<file path="config.mk">
export PLATFORM = sky130hd
export DESIGN_NAME = pid_deadzone_antiwindup
export DESIGN_NICKNAME = d
export VERILOG_FILES = /design/src/design/pda_pkg.sv /design/src/design/pda_ctrl.sv /design/src/design/pda_dp.sv /design/src/design/pid_deadzone_antiwindup.sv
export SDC_FILE = /design/constraint.sdc
export NUM_CORES = 2
export LEC_CHECK = 0
export ABC_AREA = 1
export BUFFER_PORTS_ARGS = -buffer_cell sky130_fd_sc_hd__buf_2
export CAP_MARGIN = 20
export CORE_MARGIN = 2
export CORE_UTILIZATION = 62
export CTS_BUF_LIST = sky130_fd_sc_hd__clkbuf_16
export CTS_CLUSTER_SIZE = 25
export DETAILED_ROUTE_END_ITERATION = 12
export PLACE_DENSITY = 0.9
export SLEW_MARGIN = 25
export SYNTH_ARGS = -nofsm -noshare
export SYNTH_HDL_FRONTEND = slang
export SYNTH_SLANG_ARGS = --single-unit
</file>
<file path="constraint.sdc">
create_clock -name i_clk -period 16.8 [get_ports i_clk]
set_clock_uncertainty 0.1 [all_clocks]
set_input_delay 1.68 -clock i_clk [delete_from_list [all_inputs] [get_ports i_clk]]
set_output_delay 1.68 -clock i_clk [all_outputs]
set_load 0.1 [all_outputs]
</file>
<file path="src/design/pda_pkg.sv">
// ----------------------------------------------------------------------------
// PID step package
// Shared widths, register indexes, controller states and the command struct.
// ----------------------------------------------------------------------------
package pda_pkg;

    localparam int DATA_W            = 32;
    localparam int DZ_W              = 31;
    localparam int CNT_W             = 8;
    localparam int IDX_W             = 3;
    localparam int DERIV_SHIFT       = 6;
    localparam int FRACTION_BITS_DEF = 24;
    localparam int DIFF_DIVIDE_DEF   = 4;

    // Configuration register indexes
    localparam logic [IDX_W-1:0] REG_KP   = 3'd0;
    localparam logic [IDX_W-1:0] REG_KI   = 3'd1;
    localparam logic [IDX_W-1:0] REG_KD   = 3'd2;
    localparam logic [IDX_W-1:0] REG_KAW  = 3'd3;
    localparam logic [IDX_W-1:0] REG_KF   = 3'd4;
    localparam logic [IDX_W-1:0] REG_DZ   = 3'd5;
    localparam logic [IDX_W-1:0] REG_OMAX = 3'd6;
    localparam logic [IDX_W-1:0] REG_OMIN = 3'd7;

    typedef struct packed {
        logic signed [DATA_W-1:0] kp;
        logic signed [DATA_W-1:0] ki;
        logic signed [DATA_W-1:0] kd;
        logic signed [DATA_W-1:0] kaw;
        logic signed [DATA_W-1:0] kf;
        logic        [DZ_W-1:0]   dz;
        logic signed [DATA_W-1:0] omax;
        logic signed [DATA_W-1:0] omin;
    } t_cfg;

    // One command per datapath step
    typedef struct packed {
        logic load;
        logic restart;
        logic mul_p;
        logic sum;
        logic clamp;
        logic diff;
        logic aw;
        logic integ;
        logic emit;
    } t_cmd;

    typedef enum logic [7:0] {
        ST_IDLE  = 8'b0000_0001,
        ST_MULP  = 8'b0000_0010,
        ST_SUM   = 8'b0000_0100,
        ST_CLAMP = 8'b0000_1000,
        ST_DIFF  = 8'b0001_0000,
        ST_AW    = 8'b0010_0000,
        ST_INTEG = 8'b0100_0000,
        ST_DONE  = 8'b1000_0000
    } t_state;

endpackage

</file>
<file path="src/design/pda_ctrl.sv">
// ----------------------------------------------------------------------------
// PID step controller
// Sequences the datapath through one step, one item at a time.
// ----------------------------------------------------------------------------
module pda_ctrl
    import pda_pkg::*;
(
    input  logic i_clk,
    input  logic i_rst_n,
    input  logic i_valid,
    input  logic i_kind,
    input  logic i_slot_free,
    output logic o_ready,
    output t_cmd o_cmd
);

    t_state r_state;
    t_state n_state;
    logic   w_take;

    // Hold off input items while reset is asserted
    assign o_ready = i_rst_n && (r_state == ST_IDLE);
    assign w_take  = o_ready && i_valid;

    always_comb begin
        o_cmd         = '0;
        o_cmd.load    = w_take && !i_kind;
        o_cmd.restart = w_take && i_kind;
        o_cmd.mul_p   = (r_state == ST_MULP);
        o_cmd.sum     = (r_state == ST_SUM);
        o_cmd.clamp   = (r_state == ST_CLAMP);
        o_cmd.diff    = (r_state == ST_DIFF);
        o_cmd.aw      = (r_state == ST_AW);
        o_cmd.integ   = (r_state == ST_INTEG);
        o_cmd.emit    = (r_state == ST_DONE) && i_slot_free;
    end

    always_comb begin
        n_state = r_state;
        unique case (r_state)
            ST_IDLE: begin
                if (w_take && !i_kind) n_state = ST_MULP;
            end
            ST_MULP:  n_state = ST_SUM;
            ST_SUM:   n_state = ST_CLAMP;
            ST_CLAMP: n_state = ST_DIFF;
            ST_DIFF:  n_state = ST_AW;
            ST_AW:    n_state = ST_INTEG;
            ST_INTEG: n_state = ST_DONE;
            ST_DONE: begin
                if (i_slot_free) n_state = ST_IDLE;
            end
            default:  n_state = ST_IDLE;
        endcase
    end

    always_ff @(posedge i_clk) begin
        if (!i_rst_n) begin
            r_state <= ST_IDLE;
        end else begin
            r_state <= n_state;
        end
    end

`ifndef SYNTHESIS
    a_step_starts: assert property (@(posedge i_clk) disable iff (!i_rst_n)
        (w_take && !i_kind) |=> (r_state == ST_MULP))
        else $error("compute item did not start the multiply step");

    a_step_length: assert property (@(posedge i_clk) disable iff (!i_rst_n)
        (w_take && !i_kind) |-> ##7 (r_state == ST_DONE))
        else $error("compute item did not reach the result stage in seven cycles");

    a_restart_idle: assert property (@(posedge i_clk) disable iff (!i_rst_n)
        (w_take && i_kind) |=> (r_state == ST_IDLE))
        else $error("restart item left the controller busy");

    a_done_waits: assert property (@(posedge i_clk) disable iff (!i_rst_n)
        ((r_state == ST_DONE) && !i_slot_free) |=> (r_state == ST_DONE))
        else $error("result dropped while the output slot was full");
`endif

endmodule

</file>
<file path="src/design/pda_dp.sv">
// ----------------------------------------------------------------------------
// PID step datapath
// Shared fractional multiplier, loop state and the per-step arithmetic.
// ----------------------------------------------------------------------------
module pda_dp
    import pda_pkg::*;
#(
    parameter int FRACTION_BITS = FRACTION_BITS_DEF,
    parameter int DIFF_DIVIDE   = DIFF_DIVIDE_DEF
) (
    input  logic                     i_clk,
    input  logic                     i_rst_n,
    input  t_cmd                     i_cmd,
    input  t_cfg                     i_cfg,
    input  logic signed [DATA_W-1:0] i_reference,
    input  logic signed [DATA_W-1:0] i_feedback,
    input  logic signed [DATA_W-1:0] i_clamp_error_offset,
    output logic signed [DATA_W-1:0] o_control_out,
    output logic signed [DATA_W-1:0] o_error_value,
    output logic                     o_saturated
);

    // Per-item working registers
    logic signed [DATA_W-1:0]   r_err;
    logic signed [DATA_W-1:0]   r_errdz;
    logic signed [DATA_W-1:0]   r_ofs;
    logic signed [DATA_W-1:0]   r_up;
    logic signed [DATA_W-1:0]   r_sum;
    logic signed [DATA_W-1:0]   r_outv;
    logic                       r_sat;
    logic signed [DATA_W-1:0]   r_saterr;
    logic signed [DATA_W-1:0]   r_ti;
    logic                       r_refresh;
    logic signed [2*DATA_W-1:0] r_prod;

    // Loop state
    logic signed [DATA_W-1:0] r_integ;
    logic signed [DATA_W-1:0] r_deriv;
    logic signed [DATA_W-1:0] r_filt;
    logic signed [DATA_W-1:0] r_prev;
    logic        [CNT_W-1:0]  r_cnt;
    logic                     r_pend;

    logic signed [DATA_W-1:0]   w_err;
    logic signed [DATA_W:0]     w_e33;
    logic signed [DATA_W:0]     w_dz33;
    logic signed [DATA_W:0]     w_pos;
    logic signed [DATA_W:0]     w_neg;
    logic signed [DATA_W-1:0]   w_errdz;
    logic signed [DATA_W-1:0]   w_ma;
    logic signed [DATA_W-1:0]   w_mb;
    logic signed [2*DATA_W-1:0] w_shift;
    logic signed [DATA_W-1:0]   w_frac;
    logic        [CNT_W:0]      w_cnt_inc;
    logic                       w_refresh;
    logic signed [DATA_W-1:0]   w_eff_f;
    logic signed [DATA_W-1:0]   w_eff_p;
    logic signed [DATA_W-1:0]   w_diffsh;
    logic signed [DATA_W-1:0]   n_outv;
    logic                       n_sat;
    logic signed [DATA_W-1:0]   w_isum;
    logic signed [DATA_W-1:0]   n_integ;

    // Error and dead zone
    assign w_err  = i_reference - i_feedback;
    assign w_e33  = {w_err[DATA_W-1], w_err};
    assign w_dz33 = $signed({2'b00, i_cfg.dz});
    assign w_pos  = w_e33 - w_dz33;
    assign w_neg  = w_e33 + w_dz33;

    always_comb begin
        if (!w_err[DATA_W-1] && (w_err != '0)) begin
            w_errdz = w_pos[DATA_W] ? '0 : w_pos[DATA_W-1:0];
        end else if (w_err[DATA_W-1]) begin
            w_errdz = (!w_neg[DATA_W] && (w_neg != '0)) ? '0 : w_neg[DATA_W-1:0];
        end else begin
            w_errdz = '0;
        end
    end

    // Decimation and derivative filter init
    assign w_cnt_inc = {1'b0, r_cnt} + 1'b1;
    assign w_refresh = (w_cnt_inc >= (CNT_W+1)'(DIFF_DIVIDE));
    assign w_eff_f   = r_pend ? r_err : r_filt;
    assign w_eff_p   = r_pend ? r_err : r_prev;
    assign w_diffsh  = (w_eff_f - w_eff_p) << DERIV_SHIFT;

    // Shared multiplier operand select
    always_comb begin
        w_ma = '0;
        w_mb = '0;
        priority if (i_cmd.mul_p) begin
            w_ma = i_cfg.kp;
            w_mb = r_errdz;
        end else if (i_cmd.sum) begin
            w_ma = i_cfg.kf;
            w_mb = r_err - r_filt;
        end else if (i_cmd.clamp) begin
            w_ma = i_cfg.ki;
            w_mb = r_up;
        end else if (i_cmd.diff) begin
            w_ma = i_cfg.kd;
            w_mb = w_diffsh;
        end else if (i_cmd.aw) begin
            w_ma = i_cfg.kaw;
            w_mb = r_saterr;
        end else begin
            w_ma = '0;
            w_mb = '0;
        end
    end

    assign w_shift = r_prod >>> FRACTION_BITS;
    assign w_frac  = w_shift[DATA_W-1:0];

    // Output clamp, upper limit checked first
    always_comb begin
        if (r_sum > i_cfg.omax) begin
            n_outv = i_cfg.omax;
            n_sat  = 1'b1;
        end else if (r_sum < i_cfg.omin) begin
            n_outv = i_cfg.omin;
            n_sat  = 1'b1;
        end else begin
            n_outv = r_sum;
            n_sat  = 1'b0;
        end
    end

    // Integrator update with back-calculation or plain clamp
    assign w_isum = r_integ + r_ti + w_frac;

    always_comb begin
        n_integ = (i_cfg.ki == '0) ? '0 : w_isum;
        if (i_cfg.kaw == '0) begin
            if (n_integ > i_cfg.omax) begin
                n_integ = i_cfg.omax;
            end else if (n_integ < i_cfg.omin) begin
                n_integ = i_cfg.omin;
            end
        end
    end

    always_ff @(posedge i_clk) begin
        r_prod <= 64'(w_ma) * 64'(w_mb);
        if (i_cmd.load) begin
            r_err   <= w_err;
            r_errdz <= w_errdz;
            r_ofs   <= i_clamp_error_offset;
        end
        if (i_cmd.sum) begin
            r_up  <= w_frac;
            r_sum <= w_frac + r_integ + r_deriv;
        end
        if (i_cmd.clamp) begin
            r_outv   <= n_outv;
            r_sat    <= n_sat;
            r_saterr <= n_outv - r_sum + r_ofs;
        end
        if (i_cmd.diff) begin
            r_ti      <= w_frac;
            r_refresh <= w_refresh;
        end
    end

    always_ff @(posedge i_clk) begin
        if (!i_rst_n) begin
            r_integ <= '0;
            r_deriv <= '0;
            r_filt  <= '0;
            r_prev  <= '0;
            r_cnt   <= '0;
            r_pend  <= 1'b1;
        end else begin
            if (i_cmd.restart) begin
                r_integ <= '0;
                r_pend  <= 1'b1;
            end
            if (i_cmd.clamp) begin
                r_filt <= (i_cfg.kf == '0) ? r_err : (r_filt + w_frac);
            end
            if (i_cmd.diff) begin
                if (w_refresh) begin
                    r_filt <= w_eff_f;
                    r_prev <= w_eff_f;
                    r_pend <= 1'b0;
                    r_cnt  <= '0;
                end else begin
                    r_cnt  <= w_cnt_inc[CNT_W-1:0];
                end
            end
            if (i_cmd.aw && r_refresh) begin
                r_deriv <= w_frac;
            end
            if (i_cmd.integ) begin
                r_integ <= n_integ;
            end
        end
    end

    assign o_control_out = r_outv;
    assign o_error_value = r_err;
    assign o_saturated   = r_sat;

endmodule

</file>
<file path="src/design/pid_deadzone_antiwindup.sv">
// ----------------------------------------------------------------------------
// PID controller with dead zone and anti-windup
// Fixed-point PID step with derivative filter, decimated derivative and a
// back-calculation integrator, built as a sequencer around one multiplier.
// ----------------------------------------------------------------------------
// A compute item passes the step states (five products through one multiplier);
//   no new item is taken before its result enters the output register, and a
//   restart item leaves the controller idle.
// The output register lets the next item in while a result waits to be taken.
// Reset (synchronous, active low): gains, filter coefficient and dead zone to
//   zero, limits to the full signed range, loop state to zero, filter re-armed.
module pid_deadzone_antiwindup
    import pda_pkg::*;
#(
    parameter int FRACTION_BITS = FRACTION_BITS_DEF,
    parameter int DIFF_DIVIDE   = DIFF_DIVIDE_DEF
) (
    input  logic                     i_clk,
    input  logic                     i_rst_n,
    // Input item channel
    input  logic                     i_valid,
    output logic                     o_ready,
    input  logic                     i_kind,
    input  logic signed [DATA_W-1:0] i_reference,
    input  logic signed [DATA_W-1:0] i_feedback,
    input  logic signed [DATA_W-1:0] i_clamp_error_offset,
    // Result item channel
    output logic                     o_valid,
    input  logic                     i_ready,
    output logic signed [DATA_W-1:0] o_control_out,
    output logic signed [DATA_W-1:0] o_error_value,
    output logic                     o_saturated,
    // Configuration write channel
    input  logic                     i_cfg_valid,
    output logic                     o_cfg_ready,
    input  logic        [IDX_W-1:0]  i_cfg_index,
    input  logic        [DATA_W-1:0] i_cfg_data
);

    t_cfg r_cfg;
    t_cmd w_cmd;
    logic w_slot_free;

    logic                     r_out_valid;
    logic signed [DATA_W-1:0] r_out_ctrl;
    logic signed [DATA_W-1:0] r_out_err;
    logic                     r_out_sat;

    logic signed [DATA_W-1:0] w_dp_ctrl;
    logic signed [DATA_W-1:0] w_dp_err;
    logic                     w_dp_sat;

    // Configuration writes are taken whenever out of reset; the dead zone
    // keeps 31 bits.
    assign o_cfg_ready = i_rst_n;

    always_ff @(posedge i_clk) begin
        if (!i_rst_n) begin
            r_cfg.kp   <= '0;
            r_cfg.ki   <= '0;
            r_cfg.kd   <= '0;
            r_cfg.kaw  <= '0;
            r_cfg.kf   <= '0;
            r_cfg.dz   <= '0;
            r_cfg.omax <= {1'b0, {(DATA_W-1){1'b1}}};
            r_cfg.omin <= {1'b1, {(DATA_W-1){1'b0}}};
        end else if (i_cfg_valid && o_cfg_ready) begin
            unique case (i_cfg_index)
                REG_KP:   r_cfg.kp   <= i_cfg_data;
                REG_KI:   r_cfg.ki   <= i_cfg_data;
                REG_KD:   r_cfg.kd   <= i_cfg_data;
                REG_KAW:  r_cfg.kaw  <= i_cfg_data;
                REG_KF:   r_cfg.kf   <= i_cfg_data;
                REG_DZ:   r_cfg.dz   <= i_cfg_data[DZ_W-1:0];
                REG_OMAX: r_cfg.omax <= i_cfg_data;
                REG_OMIN: r_cfg.omin <= i_cfg_data;
            endcase
        end
    end

    // The output slot frees up when empty or when its item is taken this cycle.
    assign w_slot_free = !r_out_valid || i_ready;

    pda_ctrl u_ctrl (
        .i_clk       (i_clk),
        .i_rst_n     (i_rst_n),
        .i_valid     (i_valid),
        .i_kind      (i_kind),
        .i_slot_free (w_slot_free),
        .o_ready     (o_ready),
        .o_cmd       (w_cmd)
    );

    pda_dp #(
        .FRACTION_BITS (FRACTION_BITS),
        .DIFF_DIVIDE   (DIFF_DIVIDE)
    ) u_dp (
        .i_clk                (i_clk),
        .i_rst_n              (i_rst_n),
        .i_cmd                (w_cmd),
        .i_cfg                (r_cfg),
        .i_reference          (i_reference),
        .i_feedback           (i_feedback),
        .i_clamp_error_offset (i_clamp_error_offset),
        .o_control_out        (w_dp_ctrl),
        .o_error_value        (w_dp_err),
        .o_saturated          (w_dp_sat)
    );

    // Output register: load a finished item, drop valid once it is taken.
    always_ff @(posedge i_clk) begin
        if (!i_rst_n) begin
            r_out_valid <= 1'b0;
        end else if (w_cmd.emit) begin
            r_out_valid <= 1'b1;
        end else if (i_ready) begin
            r_out_valid <= 1'b0;
        end
    end

    always_ff @(posedge i_clk) begin
        if (w_cmd.emit) begin
            r_out_ctrl <= w_dp_ctrl;
            r_out_err  <= w_dp_err;
            r_out_sat  <= w_dp_sat;
        end
    end

    assign o_valid       = r_out_valid;
    assign o_control_out = r_out_ctrl;
    assign o_error_value = r_out_err;
    assign o_saturated   = r_out_sat;

endmodule

</file>
==> flow_summary.yaml <==
finish:
  fin_nets: 12100
  syn_to_final_growth_pct: 6.24
  layout_common_cells: "2102 x nand2_1, 1876 x inv_1, 1083 x fa_1"
  final_common_cell: "nand2_1"
  layout-drive-gt1-share: 0.0567
global_routing:
  grt_usage: 0.442
  grt_first_pass_wirelength_um: 452000
  antenna_found_initial: 23
  grt_start_max_net_pins: 124
  overflow: 0
  grt_pass1_vias: 75300
synth:
  synth_warnings: 0
  synth_edf_count: 323
  synth-main-ff-cell: "dfxtp_1"
  synth_compound_area_frac: 0.123
  synth_cell_types: 71
  synth_fa_ha_area_frac: 0.349
  synth_mux_area_frac: 0
  syn_area_um2: 82600
  synth_top_family_by_area: "adder cells"
  seq_area_frac_synth: 0.221
  async_reset_ff_frac: 0
  synth_simple_gate_area_frac: 0.175
  synth_xor_area_frac: 0.0246
  syn_nets: 12100
  synth_cells: 10300
  ys_ff_latch: 750
  synth_area_per_cell_um2: 8.01
min_path:
  min_path_type: "flop to flop"
  min_from: "u_dp.o_control_out[0]"
timing:
  relSlewSlack: 0.238
  finalSetupViolCount: 0
  setup_slack_ps: 5300
  timing_hold_violations_final: 0
  timing.fmax_ghz: 0.0870
  worst_slew_pin_slew_ps: 1140
  fin_setup_tns_ps: 0
  timing.final.crit_share: 0.684
  period_needed_ps: 11500
  rsz0062_at_grt: "no"
  drv_slew: 0
pwr:
  p_switching_w: 0.00177
  swShare: 0.349
  clockPowerShare: 0.364
  p_leak_nw: 41.5
  combPwrFrac: 0.248
  internal_power_w: 0.00329
  ir_drop_mv: 0.0826
  p_per_area_nw_per_um2: 57.7
  pwr-share-seq: 0.388
placement:
  dp_hpwl_um: 236000
  portBuffers: 204
  place_congestion: 1.07
  post-place-ws_ps: 5640
cts:
  post-cts-setup-buffers: 0
  tritoncts: "built"
  htreeDepth: 3
  cts-root-buf: "clkbuf_16"
  clock_sinks: 750
  clkTransAtPathRegs_ps: 60
  clk_latency_ps: 720
  cts_buffers: 81
  clk_path_buf_depth: 3
  post_cts_resized: 0
  postCtsHoldBufs: 0
critical_path:
  cpPeakStageDelay_ps: 680
  reg2reg_from: "u_ctrl.r_state[6]"
  cp.arrival_ps: 11960
  crit_type: "flop to flop"
  critPathMaxFanout: 76
  critPathLaunchType: "flop"
  worstPathRequired_ps: 17270
  reg2reg_slack_ps: 5300
  worst_setup_path_startpoint: "u_ctrl.r_state[6]"
  crit_slowest_cell: "buf_4"
  cp_common_cell: "fa_1"
  worst_setup_path_end_kind: "flop"
detailed_routing:
  drt_iter0_markers: 10300
  via_per_inst: 6.21
  drc: 0
  ant_nets: 0
  drt_pass1_iterations: 10
  num_vias: 75600
  totalWireLength_um: 301000
  post_drt_wl_per_cell_um: 24.7
status:
  status: "complete, no violations"
die:
  placement_rows: 133
  die_h_um: 369
  start_util: 0.627
  core_area_um2: 132000
  io_pins: 205
  die_x_um: 369
  dieArea_um2: 136000
flow_run:
  max-cap-violations: 0
-- metrics by stage --
step / hold WS [ps] / power, W / instance area, um2 / util / std cells
2_1_floorplan: 300 / 0.00279 / 82600 / - / 10300
3_3_place_gp: 302 / 0.00316 / 85100 / 0.645 / 12000
3_5_place_dp: 305 / 0.00319 / 85100 / 0.646 / 12000
4_1_cts: 320 / 0.00499 / 87700 / 0.665 / 12200
5_1_grt: 328 / 0.00521 / 87700 / 0.666 / 12200
6_report: 320 / 0.00506 / 87700 / 0.666 / 12200
-- cell usage after synthesis (22+ instances only) --
library cell  instances  share of area
o21a_1               48         0.0044
o21ai_1              31         0.0019
nand2_1            2104          0.096
clkbuf_1            223          0.010
o211ai_1             64         0.0058
o22ai_1              63         0.0048
ha_1                571          0.087
xnor2_1              71         0.0075
nor4_1               37         0.0028
nor3_1               72         0.0044
nand4_1              72         0.0055
edfxtp_1            323           0.12
o21bai_1             31         0.0028
fa_1               1083           0.26
o21ai_0             634          0.038
a21o_1               37         0.0034
xor2_1              161          0.017
nand3_1             253          0.015
dfxtp_1             427           0.10
a21oi_1             753          0.046
a31oi_1              31         0.0023
buf_1                22         0.0010
buf_2               118         0.0072
nor2_1              957          0.043
inv_1              1858          0.084
-- cell families after synthesis --
family,after synthesis
fa+ha+maj,1654
flops,750
xor+xnor,232
compound gates,1821
simple gates,3582
buf+inv,2275
-- final cells by class --
class / count / area (um2)
clock buffers: 82 / 2050
well taps: 1755 / 2200
flip-flops and latches: 750 / 18300
fillers: 10600 / 44100
repair buffers: 324 / 1940
diodes: 15 / 37.5
multi-input cells: 7289 / 55600
inverters: 1888 / 7090
clock inverters: 67 / 551
-- metal layers --
| layer | GRT usage | up-vias | wire length [um] |
|---|---|---|---|
| li1 | - | 32600 | - |
| met1 | 0.558 | 35900 | 105000 |
| met2 | 0.636 | 5749 | 124000 |
| met3 | 0.155 | 1371 | 45300 |
| met4 | 0.307 | 12 | 26200 |
| met5 | 0 | - | 75 |
-- state kept, by name, indices dropped and copies added (netlist names), 26 cells and up --
signal              flops
r_cfg                 255
o_control_out          32
o_error_value          32
u_dp.o_control_out     32
u_dp.o_error_value     32
u_dp.r_deriv           32
u_dp.r_errdz           32
u_dp.r_filt            32
u_dp.r_integ           32
u_dp.r_ofs             32
u_dp.r_prod            32
u_dp.r_saterr          32
u_dp.r_sum             32
u_dp.r_ti              32
u_dp.r_up              32
u_dp.r_prev            26
-- final timing paths --
kind,end,depth (start not counted)
setup / recovery,u_dp.r_prod[53],39
hold / removal,o_control_out[0],0
setup reg to reg,u_dp.r_prod[53],39
hold reg to reg,o_control_out[0],0
-- worst max-delay path, delay by kind of cell (launching register included) --
kind,cells,cell delay (ps)
adder cells (fa/ha/maj),9,4340
flip-flops,1,310
AO/OA/AOI/OAI,5,970
buffers and inverters,10,2940
AND/OR/NAND/NOR,14,2320
XOR/XNOR,1,160
-- power by group through the flow --
stage / clock (W) / sequential [W] / combinational (W)
floorplan: 0 / 0.00199 / 0.000805
global placement: 0 / 0.00200 / 0.00116
detailed placement: 0 / 0.00200 / 0.00118
CTS: 0.00183 / 0.00196 / 0.00119
global route: 0.00190 / 0.00197 / 0.00134
finish: 0.00184 / 0.00197 / 0.00126
Power figures use the tool's default switching activity.
